<file path="config.mk">
export PLATFORM = sky130hd
export DESIGN_NAME = wif_filter
export DESIGN_NICKNAME = d
export VERILOG_FILES = /design/src/design/wif_pkg.sv /design/src/design/wif_filter.sv
export SDC_FILE = /design/constraint.sdc
export NUM_CORES = 1
export LEC_CHECK = 0
export ABC_CLOCK_PERIOD_IN_PS = 32800
export CAP_MARGIN = 25
export CORE_AREA = 5 5 201 203
export CTS_CLUSTER_SIZE = 20
export DETAILED_ROUTE_END_ITERATION = 8
export DIE_AREA = 0 0 206 208
export DONT_BUFFER_PORTS = 1
export GPL_TIMING_DRIVEN = 0
export PLACE_DENSITY = 0.75
export SETUP_SLACK_MARGIN = 0.4
export SLEW_MARGIN = 15
export SYNTH_ARGS = -nofsm -noshare
export SYNTH_HDL_FRONTEND = slang
export SYNTH_SLANG_ARGS = --single-unit
</file>
<file path="constraint.sdc">
create_clock -name clk -period 32.8 [get_ports clk]
set_input_delay 3.28 -clock clk [delete_from_list [all_inputs] [get_ports clk]]
set_output_delay 3.28 -clock clk [all_outputs]
set_load 0.01 [all_outputs]
</file>
<file path="src/design/wif_pkg.sv">
package wif_pkg;

  localparam int PIX_W = 8;

  localparam int CFG_IDX_W = 2;
  localparam int CFG_DATA_W = 13;
  localparam int MODE_W = 3;
  localparam int WIDTH_REG_W = 11;
  localparam int HEIGHT_REG_W = 13;

  localparam logic [CFG_IDX_W-1:0] REG_FILTER_MODE = 2'd0;
  localparam logic [CFG_IDX_W-1:0] REG_IMAGE_WIDTH = 2'd1;
  localparam logic [CFG_IDX_W-1:0] REG_IMAGE_HEIGHT = 2'd2;

  localparam logic [MODE_W-1:0] MODE_MEAN9 = 3'd0;
  localparam logic [MODE_W-1:0] MODE_MEAN12 = 3'd1;
  localparam logic [MODE_W-1:0] MODE_LAPLACE = 3'd2;
  localparam logic [MODE_W-1:0] MODE_GRADIENT = 3'd3;
  localparam logic [MODE_W-1:0] MODE_MEDIAN = 3'd4;

  localparam logic [MODE_W-1:0] MODE_RESET = MODE_MEAN9;
  localparam int WIDTH_RESET = 1024;
  localparam int HEIGHT_RESET = 768;

  localparam logic OP_DRAIN = 1'b1;

  localparam logic [PIX_W-1:0] PIX_MAX = 8'd255;

  // Sums and constant-reciprocal division for the two mean modes.
  localparam int SUM_W = 12;
  localparam int PROD_W = 24;
  localparam int REM_W = 4;
  localparam int RECIP_SHIFT = 15;
  localparam logic [SUM_W-1:0] RECIP9 = 12'd3641;
  localparam logic [SUM_W-1:0] RECIP12 = 12'd2731;
  localparam logic [SUM_W-1:0] ROUND9 = 12'd4;
  localparam logic [REM_W-1:0] HALF12 = 4'd6;

  localparam int OUT_DEPTH = 4;
  localparam int OUT_CNT_W = $clog2(OUT_DEPTH + 1);
  localparam int OUT_PTR_W = $clog2(OUT_DEPTH);

  typedef struct packed {
    logic operation;
    logic [PIX_W-1:0] pixel_in;
  } wif_in_t;

  typedef struct packed {
    logic [PIX_W-1:0] pixel_out;
    logic frame_end;
  } wif_out_t;

  typedef struct packed {
    logic valid;
    logic has_out;
    logic interior;
    logic frame_end;
  } wif_ctrl_t;

  // Index 0..8 is row * 3 + column, row 0 above, column 0 left.
  typedef logic [8:0][PIX_W-1:0] wif_win_t;

endpackage

</file>
<file path="src/design/wif_filter.sv">
module wif_filter
  import wif_pkg::*;
(
  input  logic              clk,
  input  logic              rst,
  input  logic [MODE_W-1:0] mode,
  input  wif_win_t          win,
  input  wif_ctrl_t         ctrl_in,
  output logic              push,
  output wif_out_t          result,
  output logic              stage_valid
);

  localparam int LAP_W = PIX_W + 2;

  function automatic logic [PIX_W-1:0] min2(input logic [PIX_W-1:0] a, b);
    return (a < b) ? a : b;
  endfunction

  function automatic logic [PIX_W-1:0] max2(input logic [PIX_W-1:0] a, b);
    return (a < b) ? b : a;
  endfunction

  function automatic logic [PIX_W-1:0] med3(input logic [PIX_W-1:0] a, b, c);
    return max2(min2(a, b), min2(max2(a, b), c));
  endfunction

  // Element 0 is the smallest, element 2 the largest.
  function automatic logic [2:0][PIX_W-1:0] sort3(input logic [PIX_W-1:0] a, b, c);
    logic [PIX_W-1:0] x0, x1, y;
    logic [2:0][PIX_W-1:0] s;
    x0 = min2(a, b);
    x1 = max2(a, b);
    s[0] = min2(x0, c);
    y = max2(x0, c);
    s[1] = min2(x1, y);
    s[2] = max2(x1, y);
    return s;
  endfunction

  // First stage: sums, contour values and sorted rows.
  logic [SUM_W-1:0] sum9, sum12;
  logic [LAP_W-1:0] lap_a, lap_b, lap_d;
  logic [PIX_W-1:0] lap, g1, g2, gm, grad;
  logic [2:0][2:0][PIX_W-1:0] rows;

  always_comb begin
    sum9 = '0;
    for (int i = 0; i < 9; i++) begin
      sum9 = sum9 + SUM_W'(win[i]);
    end
    sum12 = sum9 + SUM_W'({win[4], 1'b0}) + SUM_W'(win[4]);
    lap_a = {win[4], 2'b00};
    lap_b = LAP_W'(win[1]) + LAP_W'(win[3]) + LAP_W'(win[5]) + LAP_W'(win[7]);
    lap_d = (lap_a > lap_b) ? lap_a - lap_b : lap_b - lap_a;
    lap = (lap_d > LAP_W'(PIX_MAX >> 2)) ? PIX_MAX : {lap_d[PIX_W-3:0], 2'b00};
    g1 = (win[4] > win[5]) ? win[4] - win[5] : win[5] - win[4];
    g2 = (win[4] > win[1]) ? win[4] - win[1] : win[1] - win[4];
    gm = max2(g1, g2);
    grad = (gm > (PIX_MAX >> 2)) ? PIX_MAX : {gm[PIX_W-3:0], 2'b00};
    for (int k = 0; k < 3; k++) begin
      rows[k] = sort3(win[3*k], win[3*k+1], win[3*k+2]);
    end
  end

  wif_ctrl_t ctrl2;
  logic [SUM_W-1:0] sum9_r, sum12_r;
  logic [PIX_W-1:0] lap_r, grad_r, ctr_r;
  logic [2:0][2:0][PIX_W-1:0] rows_r;

  always_ff @(posedge clk) begin
    if (rst) begin
      ctrl2 <= '0;
    end else begin
      ctrl2 <= ctrl_in;
    end
  end

  always_ff @(posedge clk) begin
    sum9_r <= sum9 + ROUND9;
    sum12_r <= sum12;
    lap_r <= lap;
    grad_r <= grad;
    ctr_r <= win[4];
    rows_r <= rows;
  end

  // Second stage: divisions by constant, median merge and mode select.
  logic [PROD_W-1:0] prod9, prod12;
  logic [PIX_W-1:0] q9, q12, m12, lo_max, mid_med, hi_min, med, val;
  logic [REM_W-1:0] r12;
  logic rnd;

  always_comb begin
    prod9 = PROD_W'(sum9_r) * PROD_W'(RECIP9);
    q9 = prod9[RECIP_SHIFT +: PIX_W];
    prod12 = PROD_W'(sum12_r) * PROD_W'(RECIP12);
    q12 = prod12[RECIP_SHIFT +: PIX_W];
    r12 = REM_W'(sum12_r - (SUM_W'(q12) << 3) - (SUM_W'(q12) << 2));
    rnd = (r12 > HALF12) || (r12 == HALF12 && q12[0]);
    m12 = q12 + PIX_W'(rnd);
    lo_max = max2(max2(rows_r[0][0], rows_r[1][0]), rows_r[2][0]);
    mid_med = med3(rows_r[0][1], rows_r[1][1], rows_r[2][1]);
    hi_min = min2(min2(rows_r[0][2], rows_r[1][2]), rows_r[2][2]);
    med = med3(lo_max, mid_med, hi_min);
    if (!ctrl2.interior) begin
      val = ctr_r;
    end else begin
      case (mode)
        MODE_MEAN9: val = q9;
        MODE_MEAN12: val = m12;
        MODE_LAPLACE: val = lap_r;
        MODE_GRADIENT: val = grad_r;
        MODE_MEDIAN: val = med;
        default: val = ctr_r;
      endcase
    end
    push = ctrl2.valid && ctrl2.has_out;
    result.pixel_out = val;
    result.frame_end = ctrl2.frame_end;
    stage_valid = ctrl2.valid;
  end

endmodule

</file>
==> results.tsv, run 1 <==
metric	value	unit
Register Area	2440	um2
worst hold stages	0	
1st-pass router iterations	7	
Main synth FF type	sky130_fd_sc_hd__dfxtp_1	
maximum fanout along the worst path	10	
total via count after detailed routing	15600	
die area	42800	um2
worst path arrival time	13.68	ns
number of buffers added by the clock tree synthesis step	17	
routability-driven placement congestion ratio	0.992	
Post-Syn Nets	2758	
Tcrit/Tclk final	0.517	
I/O pins	92	
RSZ-0062 raised after global routing	false	
sequential area share after synthesis	0.129	
met1 Usage GRT	0.331	
number of clock sinks	122	
origin of the worst setup path	rows_r[33]$_DFF_P_	
Multi-input gate area	15000	um2
pin count of the biggest net entering global routing	17	
GR Layer Usage met3	0.0705	
number of core rows	72	
antenna violations before repair	1	
number of hold buffers added after cts	0	
GRT met2 Usage	0.389	
DR DRC count	0	
post-synthesis instance area	19000	um2
Endpoint, Worst Hold	ctr_r[6]$_DFF_P_	
per-instance average area after synthesis	8.80	um2
critical setup path kind	register to output port	
CTS H-Tree Depth	4	
die width	206	um
top cells by area in the synthesized netlist	sky130_fd_sc_hd__ha_1 24%, sky130_fd_sc_hd__fa_1 16%, sky130_fd_sc_hd__dfxtp_1 13%	
area share of the leading cell type in the synthesized netlist	0.241	
Worst-Margin Slew	0.929	ns
number of distinct library cell variants in the gate-level netlist after synthesis	86	
relative slew slack	0.376	
most used routing layer in global routing	met2	
Critical-path top delay cell	sky130_fd_sc_hd__o31ai_2	
overall overflow remaining after global route	0	
filler cell count	3529	
number of pins with negative max-slew slack in the final report	0	
height of the die	208	um
fraction of registers with async set or reset after synthesis	0	
Final setup violation count	0	
number of warning messages in the yosys log	0	
layout cells sized above 1	0.0411	
final hold violation count	0	
required time of the critical path	29.52	ns
Global Route Usage Sum	0.248	
number of register bits inferred by synthesis	122	
most used standard cells in the synthesized netlist	366 x sky130_fd_sc_hd__ha_1, 364 x sky130_fd_sc_hd__inv_1, 152 x sky130_fd_sc_hd__fa_1, 135 x sky130_fd_sc_hd__a21oi_1, 134 x sky130_fd_sc_hd__mux2i_1	
number of global-route vias before repair	16000	
initial cell density of the core	0.496	
number of resized instances in the post-cts repair step	0	
wire length of the first global-routing pass	84300	um
post-synthesis to final-layout area growth	6.49	%
n_diodes	0	
worst hold path class	input port to register	
count of flip-flops with a built-in enable after synthesis	0	
Reg clk slew, reported paths	0.07	ns
Maximum Capacitance Violations	0	
Total Neg Setup Slack	0	ns
biggest area consumer among synthesized cells	sky130_fd_sc_hd__ha_1	
average wire length per cell after detail routing	19.7	um
Detailed Place HPWL	45900	um
postcts setup bufs	0	
via/cell ratio	5.76	
count of input and output buffers	0	
maximum single-stage delay on the critical path	0.69	ns
Clk Tree Root Cell	sky130_fd_sc_hd__clkbuf_16	
CTS tree	yes	
net count of the finished layout	2778	
Starting DRT DRC Count	1216	
post-route antenna net violation count	0	
final critical-path required period	16.96	ns
most common cell type on the critical path	sky130_fd_sc_hd__ha_1	
core region area	38300	um2
outcome	completed	
buffers from clock root to sink, at most	2	
most common cell in the netlist	sky130_fd_sc_hd__ha_1	
final wirelength	53300	um
crit end category	output port	
Worst setup SP type	register	
cell count after synthesis	2159	
highest achievable clock rate	59.0	MHz
start point of the worst min-delay path	win[38]	
## flip-flops by register name (all words and copies together), names as in the netlist, 2 cells and up
name	count
rows_r	72
sum12_r	12
sum9_r	12
ctr_r	8
grad_r	7
lap_r	7
ctrl2	2
## through the flow
| step | cells | setup WS, ns | util | area (um2) | hold WS (ns) |
|---|---|---|---|---|---|
| 6_report | 2710 | 15.84 | 0.528 | 20200 | 2.88 |
| 5_1_grt | 2710 | 14.92 | 0.528 | 20200 | 2.85 |
| 4_1_cts | 2710 | 15.99 | 0.528 | 20200 | 2.86 |
| 3_5_place_dp | 2678 | 16.48 | 0.513 | 19700 | 3.31 |
| 3_3_place_gp | 2677 | 16.78 | 0.513 | 19600 | 3.31 |
| 2_1_floorplan | 2159 | 18.73 | - | 19000 | 3.31 |
## logic make-up after synthesis
kind of cell | after synthesis | share of synthesized area
adder cells (fa/ha/maj) | 518 | 0.401
multiplexers | 152 | 0.0814
AND/OR/NAND/NOR | 392 | 0.101
flip-flops | 122 | 0.129
XOR/XNOR | 81 | 0.0374
AO/OA/AOI/OAI | 487 | 0.169
buffers and inverters | 407 | 0.0819
## area by class of cell
| cell class | instances | area share |
|---|---|---|
| Sequential cell | 122 | 0.121 |
| Timing Repair Buffer | 1 | 0.000247 |
| Clock buffer | 17 | 0.0210 |
| Multi-Input combinational cell | 1630 | 0.742 |
| Inverter | 364 | 0.0676 |
| Buffer | 43 | 0.00934 |
| Clock inverter | 15 | 0.00730 |
| Tap cell | 518 | 0.0320 |
## how the worst max path moves through the flow
stage                      to  slack [ns]
finish              result[6]       15.84
floorplan           result[3]       18.73
global route        result[6]       14.92
global placement    result[6]       16.78
CTS                 result[6]       15.99
detailed placement  result[6]       16.48
## worst max-delay path: cells and delay by family (launching register included)
family	cells	cell delay, ns
compound gates	28	6.83
simple gates	12	1.81
fa+ha+maj	6	1.78
buf+inv	7	1.75
mux	2	0.65
flops	1	0.43
## per-layer routing
metal,up-vias,share of wire
met5,-,0
met3,117,0.10
met2,606,0.44
met4,0,0.032
met1,7434,0.42
li1,7458,-
## cell usage in the layout, fill, tap and decap left out, drive strengths merged, types with 6 or more instances in the layout
cell type  count
buf           11
a21o          45
or2            9
a21oi        135
dfxtp        122
ha           366
o211ai        12
mux2i        135
nor2         106
a31oi         20
nand2b        32
a211oi         7
xor2          22
and2          10
nand2        107
o21a          41
nand3         21
o21bai        23
nand4         15
or3            9
nor3          25
fa           152
mux2          17
inv          374
clkbuf        50
o22a           6
nor2b         25
o21ai        118
xnor2         59
a211o          8
o221ai        10
Power of run 1 is left out: the tool's default activity adds up to more than one toggle a clock period on the data nets, which glitch-free logic cannot reach.
==> inputs of run 2 (changes only) <==
--- a/config.mk
+++ b/config.mk
@@ -5,7 +5,7 @@
 export SDC_FILE = /design/constraint.sdc
 export NUM_CORES = 1
 export LEC_CHECK = 0
-export ABC_CLOCK_PERIOD_IN_PS = 32800
+export ABC_CLOCK_PERIOD_IN_PS = 14850
 export CAP_MARGIN = 25
 export CORE_AREA = 5 5 201 203
 export CTS_CLUSTER_SIZE = 20
@@ -13,7 +13,7 @@
 export DIE_AREA = 0 0 206 208
 export DONT_BUFFER_PORTS = 1
 export GPL_TIMING_DRIVEN = 0
-export PLACE_DENSITY = 0.75
+export PLACE_DENSITY = 0.77
 export SETUP_SLACK_MARGIN = 0.4
 export SLEW_MARGIN = 15
 export SYNTH_ARGS = -nofsm -noshare
==> constraint.sdc (replaced) <==
create_clock -name clk -period 14.85 [get_ports clk]
set_input_delay 1.485 -clock clk [delete_from_list [all_inputs] [get_ports clk]]
set_output_delay 1.485 -clock clk [all_outputs]
set_load 0.01 [all_outputs]
==> results.tsv, run 2 (synthesized netlist as in run 1, its figures left out) <==
metric	value	unit
outcome	completed	
antenna violations before repair	2	
maximum single-stage delay on the critical path	0.43	ns
Detailed Place HPWL	45300	um
routability-driven placement congestion ratio	1.02	
Regs by FF count	rows_r (72), sum12_r (12), sum9_r (12)	
Total Neg Setup Slack	0	ns
Global Route Usage Sum	0.246	
CTS H-Tree Depth	4	
worst path arrival time	12.12	ns
crit end category	output port	
start point of the worst min-delay path	win[35]	
Critical-path top delay cell	sky130_fd_sc_hd__or4_4	
number of clock sinks	122	
Worst setup SP type	register	
required time of the critical path	13.36	ns
via/cell ratio	5.86	
maximum fanout along the worst path	10	
Maximum Capacitance Violations	0	
final critical-path required period	13.61	ns
final wirelength	53100	um
die width	206	um
height of the die	208	um
most common cell after layout, fill and taps aside	sky130_fd_sc_hd__ha_1	
relative slew slack	0.366	
pin count of the biggest net entering global routing	17	
critical setup path kind	register to output port	
total via count after detailed routing	16000	
1st-pass router iterations	5	
max FFs per register	72	
layout cells sized above 1	0.0491	
die area	42800	um2
number of hold buffers added after cts	0	
I/O pins	92	
initial cell density of the core	0.496	
worst hold stages	0	
Clk Tree Root Cell	sky130_fd_sc_hd__clkbuf_16	
Final setup violation count	0	
most common cell type on the critical path	sky130_fd_sc_hd__ha_1	
filler cell count	3380	
number of core rows	72	
net count of the finished layout	2787	
final hold violation count	0	
CTS tree	yes	
count of input and output buffers	0	
Endpoint, Worst Hold	ctr_r[3]$_DFF_P_	
post-route antenna net violation count	0	
number of pins with negative max-slew slack in the final report	0	
number of global-route vias before repair	16200	
wire length of the first global-routing pass	84000	um
RSZ-0062 raised after global routing	false	
final core utilization	0.532	
post-synthesis to final-layout area growth	7.35	%
Reg clk slew, reported paths	0.06	ns
worst hold path class	input port to register	
core region area	38300	um2
highest achievable clock rate	73.5	MHz
buffers from clock root to sink, at most	2	
overall overflow remaining after global route	0	
number of buffers added by the clock tree synthesis step	17	
Worst-Margin Slew	0.945	ns
DR DRC count	0	
commonest non-fill, non-tap cells in the layout	366 x sky130_fd_sc_hd__ha_1, 364 x sky130_fd_sc_hd__inv_1, 152 x sky130_fd_sc_hd__fa_1	
Starting DRT DRC Count	1268	
average wire length per cell after detail routing	19.5	um
top register by number of flip-flops	rows_r	
Tcrit/Tclk final	0.916	
run 2: worst max-delay path by stage:
stage / start / end / slack, ns / depth (start not counted)
CTS: rows_r[34]$_DFF_P_ / result[8] / 0.42 / 56
finish: rows_r[34]$_DFF_P_ / result[5] / 1.24 / 55
floorplan: rows_r[33]$_DFF_P_ / result[3] / 2.57 / 54
detailed placement: rows_r[34]$_DFF_P_ / result[6] / 0.51 / 56
global route: rows_r[34]$_DFF_P_ / result[5] / 0.45 / 56
global placement: rows_r[34]$_DFF_P_ / result[6] / 0.79 / 55
run 2: stage by stage:
| step | instances | area, um2 | hold slack [ns] | worst slack, ns |
|---|---|---|---|---|
| 6_report | 2720 | 20400 | 1.09 | 1.24 |
| 5_1_grt | 2719 | 20400 | 1.07 | 0.451 |
| 4_1_cts | 2709 | 20300 | 1.08 | 0.420 |
| 3_5_place_dp | 2677 | 19600 | 1.52 | 0.514 |
| 3_3_place_gp | 2677 | 19600 | 1.52 | 0.786 |
| 2_1_floorplan | 2159 | 19000 | 1.51 | 2.57 |
run 2: layout make-up:
class,instances,area [um2],area share
multi-input combinational,1630,15100,0.739
sequential,122,2440,0.120
inverter,364,1370,0.0670
tap,518,648,0.0318
clock buffer,17,425,0.0209
buffer,43,195,0.00957
clock inverter,15,174,0.00853
timing repair buffer,10,75.1,0.00368
antenna,1,2.50,0.000123
run 2: critical path, delay by kind of cell (launching register included):
kind            cells  cell delay, ns
compound gates     27            5.62
fa+ha+maj           6            1.71
buf+inv             7            1.19
flops               1            0.32
mux                 3            0.88
simple gates       12            1.94
run 2: layer usage:
metal	track usage	wire (um)
met1	0.319	21800
met2	0.397	23900
met4	0.0867	2060
met3	0.0638	5360
met5	0	13
run 2: repair_timing:
item                                    4_1_cts  5_1_grt
pin swaps                                     0        4
gates resized for setup                       3       17
buffers inserted                              0       10
endpoints found under the setup margin        7        8
Power of run 2 is left out for the same reason.
