--- src/design/wif_pkg.sv ---
package wif_pkg;

  localparam int PIX_W = 8;

  localparam int CFG_IDX_W = 2;
  localparam int CFG_DATA_W = 13;
  localparam int MODE_W = 3;
  localparam int WIDTH_REG_W = 11;
  localparam int HEIGHT_REG_W = 13;

  localparam logic [CFG_IDX_W-1:0] REG_FILTER_MODE = 2'd0;
  localparam logic [CFG_IDX_W-1:0] REG_IMAGE_WIDTH = 2'd1;
  localparam logic [CFG_IDX_W-1:0] REG_IMAGE_HEIGHT = 2'd2;

  localparam logic [MODE_W-1:0] MODE_MEAN9 = 3'd0;
  localparam logic [MODE_W-1:0] MODE_MEAN12 = 3'd1;
  localparam logic [MODE_W-1:0] MODE_LAPLACE = 3'd2;
  localparam logic [MODE_W-1:0] MODE_GRADIENT = 3'd3;
  localparam logic [MODE_W-1:0] MODE_MEDIAN = 3'd4;

  localparam logic [MODE_W-1:0] MODE_RESET = MODE_MEAN9;
  localparam int WIDTH_RESET = 1024;
  localparam int HEIGHT_RESET = 768;

  localparam logic OP_DRAIN = 1'b1;

  localparam logic [PIX_W-1:0] PIX_MAX = 8'd255;

  // Sums and constant-reciprocal division for the two mean modes.
  localparam int SUM_W = 12;
  localparam int PROD_W = 24;
  localparam int REM_W = 4;
  localparam int RECIP_SHIFT = 15;
  localparam logic [SUM_W-1:0] RECIP9 = 12'd3641;
  localparam logic [SUM_W-1:0] RECIP12 = 12'd2731;
  localparam logic [SUM_W-1:0] ROUND9 = 12'd4;
  localparam logic [REM_W-1:0] HALF12 = 4'd6;

  localparam int OUT_DEPTH = 4;
  localparam int OUT_CNT_W = $clog2(OUT_DEPTH + 1);
  localparam int OUT_PTR_W = $clog2(OUT_DEPTH);

  typedef struct packed {
    logic operation;
    logic [PIX_W-1:0] pixel_in;
  } wif_in_t;

  typedef struct packed {
    logic [PIX_W-1:0] pixel_out;
    logic frame_end;
  } wif_out_t;

  typedef struct packed {
    logic valid;
    logic has_out;
    logic interior;
    logic frame_end;
  } wif_ctrl_t;

  // Index 0..8 is row * 3 + column, row 0 above, column 0 left.
  typedef logic [8:0][PIX_W-1:0] wif_win_t;

endpackage

--- src/design/wif_out_fifo.sv ---
module wif_out_fifo
  import wif_pkg::*;
(
  input  logic                 clk,
  input  logic                 rst,
  input  logic                 push,
  input  wif_out_t             wdata,
  input  logic                 ready,
  output logic                 valid,
  output wif_out_t             rdata,
  output logic [OUT_CNT_W-1:0] count
);

  wif_out_t entries [OUT_DEPTH];
  logic [OUT_PTR_W-1:0] wr_ptr, rd_ptr;
  logic pop;

  assign valid = count != '0;
  assign rdata = entries[rd_ptr];
  assign pop = valid && ready;

  always_ff @(posedge clk) begin
    if (rst) begin
      wr_ptr <= '0;
      rd_ptr <= '0;
      count <= '0;
    end else begin
      if (push) begin
        wr_ptr <= wr_ptr + OUT_PTR_W'(1);
      end
      if (pop) begin
        rd_ptr <= rd_ptr + OUT_PTR_W'(1);
      end
      count <= count + OUT_CNT_W'(push) - OUT_CNT_W'(pop);
    end
  end

  always_ff @(posedge clk) begin
    if (push) begin
      entries[wr_ptr] <= wdata;
    end
  end

  assert property (@(posedge clk) disable iff (rst)
    push |-> (count < OUT_CNT_W'(OUT_DEPTH)))
    else $error("result written into a full output buffer");

endmodule

--- config.mk ---
export PLATFORM = sky130hd
export DESIGN_NAME = wif_out_fifo
export DESIGN_NICKNAME = d
export VERILOG_FILES = /design/src/design/wif_pkg.sv /design/src/design/wif_out_fifo.sv
export SDC_FILE = /design/constraint.sdc
export NUM_CORES = 1
export LEC_CHECK = 0
export BUFFER_PORTS_ARGS = -buffer_cell sky130_fd_sc_hd__clkbuf_2
export CORE_MARGIN = 5
export CORE_UTILIZATION = 50
export DETAILED_ROUTE_END_ITERATION = 7
export GPL_TIMING_DRIVEN = 0
export PLACE_DENSITY = 0.81
export SLEW_MARGIN = 25
export SYNTH_ARGS = -nofsm -noshare
export SYNTH_HDL_FRONTEND = slang
export SYNTH_SLANG_ARGS = --single-unit
--- constraint.sdc ---
create_clock -name clk -period 2.35 [get_ports clk]
set_input_delay 0.47 -clock clk [delete_from_list [all_inputs] [get_ports clk]]
set_output_delay 0.47 -clock clk [all_outputs]
set_load 0.1 [all_outputs]
==> impl_metrics.py, run 1 <==
metrics = {
    "hold_path": {
        "hold_path_class": "in -> reg",
        "worstHoldEndpoint": "entries[0][5]$_DFFE_PP_",
        "hold_start": "wdata[5]",
        "hold-path-cell-count": 1,
    },
    "critical_path": {
        "r2r_cells": 7,
        "rr_endpoint": "count[2]$_SDFF_PP0_",
        "crit_arrival_ns": 1.72,
        "critPathSlowestCell": "mux4_2",
        "reg2reg_slack_ns": 0.42,
        "critPathKind": "reg -> out",
        "critical_path_required_ns": 1.88,
        "crit_chain": "buf_4 -> mux4_2 -> clkbuf_4",
        "critPathLaunchType": "flop",
        "crit_path_end_kind": "primary output",
        "cp_max_fo": 9,
        "worstReg2RegStart": "count[1]$_SDFF_PP0_",
        "critical-path-max-stage-delay_ns": 0.54,
    },
    "cells_and_area": {
        "drive_gt1_frac": 0.3415,
        "syn2layout_area_growth_pct": 13.34,
        "nFillCells": 290,
        "diodes": 0,
        "fin_area_um2": 1998,
        "nets": 142,
    },
    "synthesis": {
        "syn_avg_cell_area_um2": 19.16,
        "synth-compound-area-share": 0.009936,
        "synth_common_cells": "36 x edfxtp_1, 9 x dfxtp_1, 9 x mux4_2",
        "synth_cells": 92,
        "synth_mux_area_frac": 0.1398,
        "ys_seq_area_frac": 0.7154,
        "yosys.area.top_type": "edfxtp_1",
        "netlist_area_um2": 1763,
        "yosys_most_used_dff": "edfxtp_1",
        "synth_top_area_frac": 0.6132,
        "synth_top_family_by_area": "multiplexers",
        "ys_seq_elements": 45,
        "synthArstFlopShare": 0,
        "synthAdderAreaFrac": 0.05394,
        "yosysWarnings": 0,
        "syn-num-nets": 112,
        "synth_cell_types": 19,
        "synth_simple_gate_area_frac": 0.04258,
        "yosysMostFrequentCell": "edfxtp_1",
        "synth_xor_area_frac": 0.01845,
        "synthTopCellsByArea": "edfxtp_1 61%, mux4_2 11%, dfxtp_1 10%",
        "synth-edff-count": 36,
    },
    "floorplan": {
        "dieArea_um2": 4814,
        "core.rowCount": 21,
        "core_area_um2": 3363,
        "ios": 26,
        "die_h_um": 69.38,
        "start_util": 0.5242,
        "fp.dieW_um": 69.38,
    },
    "place": {
        "gp_congestion": 0.7229,
        "dpl_cell_area_um2": 1942,
        "dp_slack_ns": 0.3063,
        "place.port_buffers": 24,
    },
    "cts": {
        "cts.sinks": 45,
        "cts_tree": "built",
        "cts.path.max_buffers": 2,
        "cts_max_level": 2,
        "cts.reportedPaths.clkPinSlew_ns": 0.12,
        "clockRootBuffer": "clkbuf_4",
        "cts_setup_buffers": 0,
        "worstSkewPairLatency_ns": 0.34,
        "cts_made_buffers": 5,
    },
    "outcome": {
        "status": "complete, no violations",
    },
    "timing": {
        "worstMarginPinSlew_ns": 0.5461,
        "skew_ns": 0.005269,
        "slew_viol_final": 0,
        "post-route-period-util": 0.9334,
        "slew_headroom": 0.6375,
        "timing.setup.tns_ns": 0,
        "finalSetupViolCount": 0,
        "period_needed_ns": 2.193,
        "setup_ws_ns": 0.1565,
        "max_freq_mhz": 455.9,
        "hold_viol": 0,
        "rsz0062_at_grt": "false",
    },
    "run": {
        "cap_violations": 0,
    },
    "routing": {
        "drc": 0,
        "vias": 865,
        "avgViaCountPerCell": 5.118,
        "drtIter0Drc": 55,
        "dr.pass1.iters": 4,
        "detail_route.wl_per_cell_um": 15.28,
        "antenna_left": 0,
        "finalWirelength_um": 2583,
    },
    "power": {
        "power.density_nw_per_um2": 1172,
        "p_leak_uw": 0.0007353,
        "peakVddDrop_mv": 0.7402,
    },
    "global_route": {
        "grt_max_degree": 14,
        "grt_overflow": 0,
        "grt_usage": 0.1260,
        "antenna_found_initial": 0,
        "grt_pass1_vias": 962,
        "grt_first_pass_wirelength_um": 4581,
    },
}
logic make-up (layout without fill, tap and decap cells):
kind of cell / count (synthesis) / after routing
adder cells (fa/ha/maj): 7 / 7
buffers and inverters: 9 / 40
multiplexers: 13 / 13
AND/OR/NAND/NOR: 14 / 14
AO/OA/AOI/OAI: 2 / 2
flip-flops: 45 / 45
XOR/XNOR: 2 / 2
routing by layer:
metal | up-vias | track usage | routed length [um]
met2 | 22 | 0.2182 | 1430
met5 | - | 0 | 0
met4 | 0 | 0.04555 | 33
li1 | 407 | - | -
met3 | 4 | 0.05797 | 149
met1 | 432 | 0.1340 | 969
power breakdown:
group | switching, uW | leakage, uW | total, uW | internal (uW)
sequential | 50.9 | 0.000405 | 985 | 934
combinational | 771 | 0.000300 | 1030 | 260
clock | 217 | 0.0000300 | 325 | 108
total | 1040 | 0.000735 | 2340 | 1300
cells in the final DEF (no fill, tap or decap):
master / n
and2_1: 4
buf_2: 6
buf_4: 1
clkbuf_1: 1
clkbuf_2: 15
clkbuf_4: 8
clkinv_1: 2
clkinv_2: 1
dfxtp_1: 8
dfxtp_2: 1
edfxtp_1: 36
fa_1: 1
ha_1: 6
inv_1: 6
mux2_1: 2
mux2_2: 1
mux2i_1: 1
mux4_2: 9
nor2_1: 5
nor2b_1: 4
o311ai_0: 1
o31a_1: 1
or3_1: 1
xnor2_1: 1
xor3_1: 1
registers in the layout, summed over array words and instances (netlist names), named ones only:
name and cells:
count 3, entries 36, rd_ptr 2, wr_ptr 2
metrics by stage:
step / utilization / power [uW] / hold WS [ns] / cells
CTS: 0.5941 / 2374 / 0.3153 / 169
finish: 0.5941 / 2342 / 0.3425 / 169
detailed placement: 0.5774 / 2038 / 0.5564 / 162
floorplan: - / 1890 / 0.5136 / 92
global placement: 0.5774 / 2014 / 0.5280 / 162
global route: 0.5941 / 2465 / 0.3062 / 169
area by class of cell:
type	count	area, um2	area share
Timing Repair Buffer	24	127.6	0.06387
Clock inverter	3	12.51	0.006262
Inverter	6	22.52	0.01127
Multi-Input combinational cell	38	466.7	0.2336
Tap cell	46	57.56	0.02880
Sequential cell	45	1262	0.6318
Buffer	2	11.26	0.005636
Clock buffer	5	37.54	0.01879
repair_timing:
action	in CTS	in global routing
hold buffers	0	0
gates resized for setup	4	6
endpoints found under the setup margin	9	6
endpoints found under the hold margin	0	0
worst max-delay path, delay by kind of cell (launching register included):
family	cells	cell delay, ns
buffers and inverters	2	0.52
multiplexers	1	0.54
flip-flops	1	0.33
how the worst max path moves through the flow:
stage / start / endpoint / slack (ns) / cells after the start
2_1_floorplan: count[0]$_SDFF_PP0_ / count[1]$_SDFF_PP0_ / 0.03 / 6
3_3_place_gp: flop / rdata[3] / 0.32 / 3
3_5_place_dp: flop / rdata[3] / 0.31 / 3
4_1_cts: flop / rdata[0] / 0.04 / 3
5_1_grt: flop / rdata[3] / 0.04 / 3
6_report: flop / rdata[3] / 0.16 / 3
Note: power is estimated with default switching activity, not from simulation.
==> run 2, diff against run 1 <==
- CELL_PAD_IN_SITES_DETAIL_PLACEMENT: not set -> 2
- CELL_PAD_IN_SITES_GLOBAL_PLACEMENT: not set -> 2
- CORE_UTILIZATION: 50 -> 41
- PLACE_DENSITY: 0.81 -> 0.87
==> run 2 against run 1 <==
Sequential cell count unchanged. Die area increased by 19%. Worst hold slack gained 0.050 ns. Register-to-register slack worse by 0.03 ns. Sequential power barely moved. Design area grew 2.7%. Via count grew 2.4%. Critical path type unchanged. Maximum frequency is 3.1% lower. Count of clock-buffer cells in the layout grew 1.
==> impl_metrics.py, run 2 (synthesized netlist as in run 1, its figures left out) <==
metrics = {
    "outcome": {
        "status": "complete, no violations",
    },
    "timing": {
        "setup_ws_ns": 0.08732,
        "worstMarginPinSlew_ns": 0.5486,
        "rsz0062_at_grt": "false",
        "skew_ns": 0.009413,
        "max_freq_mhz": 442.0,
        "slew_headroom": 0.6359,
        "hold_viol": 0,
        "post-route-period-util": 0.9628,
        "period_needed_ns": 2.263,
        "slew_viol_final": 0,
        "timing.setup.tns_ns": 0,
        "finalSetupViolCount": 0,
    },
    "critical_path": {
        "rr_endpoint": "count[2]$_SDFF_PP0_",
        "r2r_cells": 7,
        "cp_top_family": "buffers and inverters",
        "critical-path-max-stage-delay_ns": 0.57,
        "crit_path_end_kind": "primary output",
        "crit_chain": "buf_2 -> mux4_2 -> clkbuf_4",
        "critPathKind": "reg -> out",
        "crit_arrival_ns": 1.79,
        "cp_max_fo": 9,
        "reg2reg_slack_ns": 0.39,
        "cp-endpoint": "rdata[6]",
        "critical_path_required_ns": 1.88,
        "crit_buf_inv": 2,
        "critPathSlowestCell": "mux4_2",
        "cp_num_cells": 3,
        "worstReg2RegStart": "count[1]$_SDFF_PP0_",
        "critPathLaunchType": "flop",
    },
    "place": {
        "detailed_place_hpwl_um": 2706,
        "dp_slack_ns": 0.3025,
        "gp_congestion": 0.6783,
        "place.port_buffers": 24,
    },
    "floorplan": {
        "core_area_um2": 4086,
        "core.rowCount": 23,
        "ios": 26,
        "fp.dieW_um": 75.58,
        "die_h_um": 75.58,
        "start_util": 0.4314,
        "dieArea_um2": 5712,
    },
    "power": {
        "switching_share": 0.4344,
        "netSwitchingPower_uw": 1088,
        "p_comb_frac": 0.429,
        "power.density_nw_per_um2": 1221,
        "power.total_uw": 2505,
        "peakVddDrop_mv": 1.137,
        "p_int_uw": 1417,
        "seqPwrFrac": 0.393,
        "pwr-share-clk": 0.178,
        "p_leak_uw": 0.0007552,
    },
    "routing": {
        "finalWirelength_um": 3487,
        "dr.pass1.iters": 4,
        "vias": 886,
        "avgViaCountPerCell": 5.092,
        "antenna_left": 0,
        "detail_route.wl_per_cell_um": 20.04,
        "drtIter0Drc": 66,
        "drc": 0,
    },
    "cts": {
        "cts_setup_buffers": 0,
        "clockRootBuffer": "clkbuf_8",
        "cts_tree": "built",
        "worstSkewPairLatency_ns": 0.30,
        "cts_made_buffers": 5,
        "cts.reportedPaths.clkPinSlew_ns": 0.08,
        "cts.sinks": 45,
        "cts_max_level": 2,
        "cts.path.max_buffers": 2,
        "ctsResizeCount": 9,
        "cts_hold_buf": 0,
    },
    "cells_and_area": {
        "largest_reg_flops": 36,
        "top_regs": "entries: 36 flops, count: 3 flops",
        "largest_register": "entries",
        "drive_gt1_frac": 0.3468,
        "mostFrequentLayoutCell": "edfxtp_1",
        "nets": 143,
        "syn2layout_area_growth_pct": 16.39,
        "final_cell_mix": "36 x edfxtp_1, 15 x clkbuf_2, 9 x mux4_2, 9 x clkbuf_4, 8 x dfxtp_1",
        "diodes": 0,
    },
    "global_route": {
        "grt_first_pass_wirelength_um": 5678,
        "grt_overflow": 0,
        "grt_max_degree": 14,
        "grt_pass1_vias": 1042,
        "antenna_found_initial": 0,
        "grt_usage": 0.1479,
    },
    "run": {
        "cap_violations": 0,
    },
    "hold_path": {
        "hold-path-cell-count": 1,
        "hold_path_class": "in -> reg",
    },
}
[run 2: area by class of cell]
type,count,area (um2)
Buffer,3,12.51
Tap cell,50,62.56
Timing Repair Buffer,24,142.6
Fill cell,384,2034
Clock inverter,2,10.01
Inverter,6,22.52
Multi-Input combinational cell,38,466.7
Clock buffer,6,72.57
Sequential cell,45,1262
[run 2: power groups by stage]
stage                     Combinational, uW  Clock, uW  Sequential, uW
after floorplan                         760          0            1130
after global placement                 1030          0             991
after detailed placement               1060          0            1000
after CTS                              1090        462             986
after global routing                   1140        506             995
final                                  1070        446             985
[run 2: metal layers]
| layer | GRT usage | routed length [um] | share of wire |
|---|---|---|---|
| met4 | 0.05825 | 64 | 0.018 |
| met5 | 0 | 0 | 0 |
| met3 | 0.04485 | 168 | 0.048 |
| met2 | 0.2579 | 1838 | 0.53 |
| met1 | 0.1700 | 1415 | 0.41 |
[run 2: worst min path at each step]
| stage | from | slack [ns] | end |
|---|---|---|---|
| after CTS | wdata[6] | 0.39 | entries[2][6]$_DFFE_PP_ |
| final | wdata[5] | 0.39 | entries[0][5]$_DFFE_PP_ |
| after global routing | wdata[1] | 0.40 | entries[3][1]$_DFFE_PP_ |
| after floorplan | wr_ptr[1]$_SDFFE_PP0P_ | 0.51 | wr_ptr[1]$_SDFFE_PP0P_ |
| after global placement | wr_ptr[1]$_SDFFE_PP0P_ | 0.53 | wr_ptr[1]$_SDFFE_PP0P_ |
| after detailed placement | wr_ptr[1]$_SDFFE_PP0P_ | 0.56 | wr_ptr[1]$_SDFFE_PP0P_ |
[run 2: metrics by stage]
step / cell area, um2 / std cells / utilization / hold slack [ns]
4_1_cts: 2052 / 174 / 0.5021 / 0.3879
3_5_place_dp: 1947 / 166 / 0.4764 / 0.5621
6_report: 2052 / 174 / 0.5021 / 0.3921
2_1_floorplan: 1764 / 92 / - / 0.5136
3_3_place_gp: 1947 / 166 / 0.4764 / 0.5346
5_1_grt: 2052 / 174 / 0.5021 / 0.3950
==> run 3, diff against run 2 <==
--- a/config.mk
+++ b/config.mk
@@ -10,8 +10,8 @@
 export CELL_PAD_IN_SITES_GLOBAL_PLACEMENT = 2
 export CORE_MARGIN = 5
-export CORE_UTILIZATION = 41
+export CORE_UTILIZATION = 35
 export DETAILED_ROUTE_END_ITERATION = 7
 export GPL_TIMING_DRIVEN = 0
-export PLACE_DENSITY = 0.87
+export PLACE_DENSITY = 0.77
 export SLEW_MARGIN = 25
 export SYNTH_ARGS = -nofsm -noshare
==> constraint.sdc (replaced) <==
create_clock -name clk -period 2.9 [get_ports clk]
set_input_delay 0.29 -clock clk [delete_from_list [all_inputs] [get_ports clk]]
set_output_delay 0.29 -clock clk [all_outputs]
set_load 0.1 [all_outputs]
==> run 3 against run 2 <==
Sequential power shrank 19%. Sequential share of layout area down 0.69 points. Global-route usage is 3.0 points lower. Largest power group unchanged. Sequential cell count is the same. Critical endpoint is now rdata[4]. Count of clock-buffer cells in the layout stayed put. Worst setup slack better by 0.66 ns.
==> impl_metrics.py, run 3 (synthesized netlist as in run 1, its figures left out) <==
metrics = {
    "critical_path": {
        "critPathKind": "reg -> out",
        "reg2reg_slack_ns": 0.92,
        "critPathSlowestCell": "mux4_2",
        "critPathLaunchType": "flop",
        "r2r_cells": 7,
        "crit_arrival_ns": 1.87,
        "critical-path-max-stage-delay_ns": 0.55,
        "cp_max_fo": 9,
        "crit_buf_inv": 2,
        "critical_path_required_ns": 2.61,
        "crit_chain": "buf_2 -> mux4_2 -> clkbuf_2",
        "crit_path_end_kind": "primary output",
        "rr_endpoint": "count[2]$_SDFF_PP0_",
        "cp_top_family": "buffers and inverters",
        "worstReg2RegStart": "count[1]$_SDFF_PP0_",
    },
    "hold_path": {
        "hold-path-cell-count": 1,
        "hold_path_class": "in -> reg",
        "hold_start": "wdata[8]",
        "worstHoldEndpoint": "entries[2][8]$_DFFE_PP_",
    },
    "power": {
        "peakVddDrop_mv": 0.5931,
        "p_leak_uw": 0.0007587,
        "power.total_uw": 2100,
        "power.density_nw_per_um2": 1013,
    },
    "floorplan": {
        "die_h_um": 80.97,
        "start_util": 0.3660,
        "ios": 26,
        "fp.dieW_um": 80.97,
        "dieArea_um2": 6556,
        "core_area_um2": 4817,
        "core.rowCount": 25,
    },
    "timing": {
        "slew_headroom": 0.6229,
        "hold_viol": 0,
        "timing.setup.tns_ns": 0,
        "skew_ns": 0.003245,
        "post-route-period-util": 0.7436,
        "finalSetupViolCount": 0,
        "period_needed_ns": 2.156,
        "max_freq_mhz": 463.7,
        "holdWs_ns": 0.2124,
        "rsz0062_at_grt": "false",
        "slew_viol_final": 0,
        "worstMarginPinSlew_ns": 0.5656,
        "setup_ws_ns": 0.7436,
    },
    "cells_and_area": {
        "syn2layout_area_growth_pct": 17.60,
        "largest_reg_flops": 36,
        "final_cell_mix": "36 x edfxtp_1, 24 x clkbuf_2, 9 x mux4_2, 9 x dfxtp_1",
        "nets": 143,
        "diodes": 0,
        "drive_gt1_frac": 0.3306,
        "mostFrequentLayoutCell": "edfxtp_1",
        "largest_register": "entries",
        "top_regs": "entries: 36 flops, count: 3 flops",
    },
    "routing": {
        "detail_route.wl_per_cell_um": 17.26,
        "finalWirelength_um": 3297,
        "avgViaCountPerCell": 4.660,
        "vias": 890,
        "drc": 0,
        "dr.pass1.iters": 4,
        "antenna_left": 0,
        "drtIter0Drc": 54,
    },
    "cts": {
        "clockRootBuffer": "clkbuf_8",
        "cts.reportedPaths.clkPinSlew_ns": 0.08,
        "cts_hold_buf": 0,
        "worstSkewPairLatency_ns": 0.30,
        "cts.path.max_buffers": 2,
        "cts_made_buffers": 5,
        "ctsResizeCount": 0,
        "cts_setup_buffers": 0,
        "cts_tree": "built",
        "cts_max_level": 2,
        "cts.sinks": 45,
    },
    "global_route": {
        "grt_max_degree": 14,
        "grt_usage": 0.1174,
        "grt_overflow": 0,
        "grt_first_pass_wirelength_um": 5306,
        "antenna_found_initial": 0,
        "grt_pass1_vias": 1025,
    },
    "run": {
        "cap_violations": 0,
    },
    "place": {
        "place.port_buffers": 24,
        "detailed_place_hpwl_um": 2362,
        "dp_slack_ns": 0.8935,
        "gp_congestion": 0.7156,
    },
    "outcome": {
        "status": "complete, no violations",
    },
}
==> run 3: cell types whose count changed in the layout (fill, tap and decap cells not counted), sizes merged <==
cell	previous run	this run
clkinv	2	1
bufinv	0	1
==> run 3: area by class of cell <==
class / count / area (um2)
repair buffers: 24 / 120.1
clock inverters: 2 / 33.78
well taps: 67 / 83.83
flip-flops and latches: 45 / 1261
inverters: 6 / 22.52
plain buffers: 3 / 12.51
multi-input cells: 38 / 466.7
clock buffers: 6 / 72.57
fillers: 496 / 2744
==> run 3: metrics by stage <==
| step | instances | cell area (um2) | util |
|---|---|---|---|
| CTS | 191 | 2073 | 0.4304 |
| global placement | 183 | 1967 | 0.4083 |
| global route | 191 | 2073 | 0.4304 |
| finish | 191 | 2073 | 0.4304 |
| detailed placement | 183 | 1967 | 0.4083 |
| floorplan | 92 | 1763 | - |
==> run 3: worst max-delay path by stage <==
stage	start	end	slack, ns	cells past startpoint
floorplan	count[1]$_SDFF_PP0_	count[1]$_SDFF_PP0_	0.55	6
global route	flop	rdata[4]	0.65	3
finish	flop	rdata[4]	0.74	3
global placement	count[1]$_SDFF_PP0_	count[2]$_SDFF_PP0_	0.96	7
CTS	flop	rdata[4]	0.70	3
detailed placement	count[1]$_SDFF_PP0_	count[2]$_SDFF_PP0_	0.89	7
==> run 3: worst reg2reg max path, cell delays in order (launching register included) <==
cell and delay [ns]:
dfxtp_1 0.36, o31a_1 0.37, ha_1 0.29, inv_1 0.04, ha_1 0.18, fa_1 0.39
xor3_1 0.20, nor2_1 0.04
==> run 3: metal layers <==
layer | global-route usage | routed length (um)
met1 | 0.1279 | 1342
met2 | 0.1987 | 1692
met3 | 0.04102 | 189
met4 | 0.06588 | 72
met5 | 0 | 0
==> run 3: where the power goes <==
group,internal (uW),switching (uW)
clock network,254,205
logic,205,643
registers,756,36.7
total,1220,885
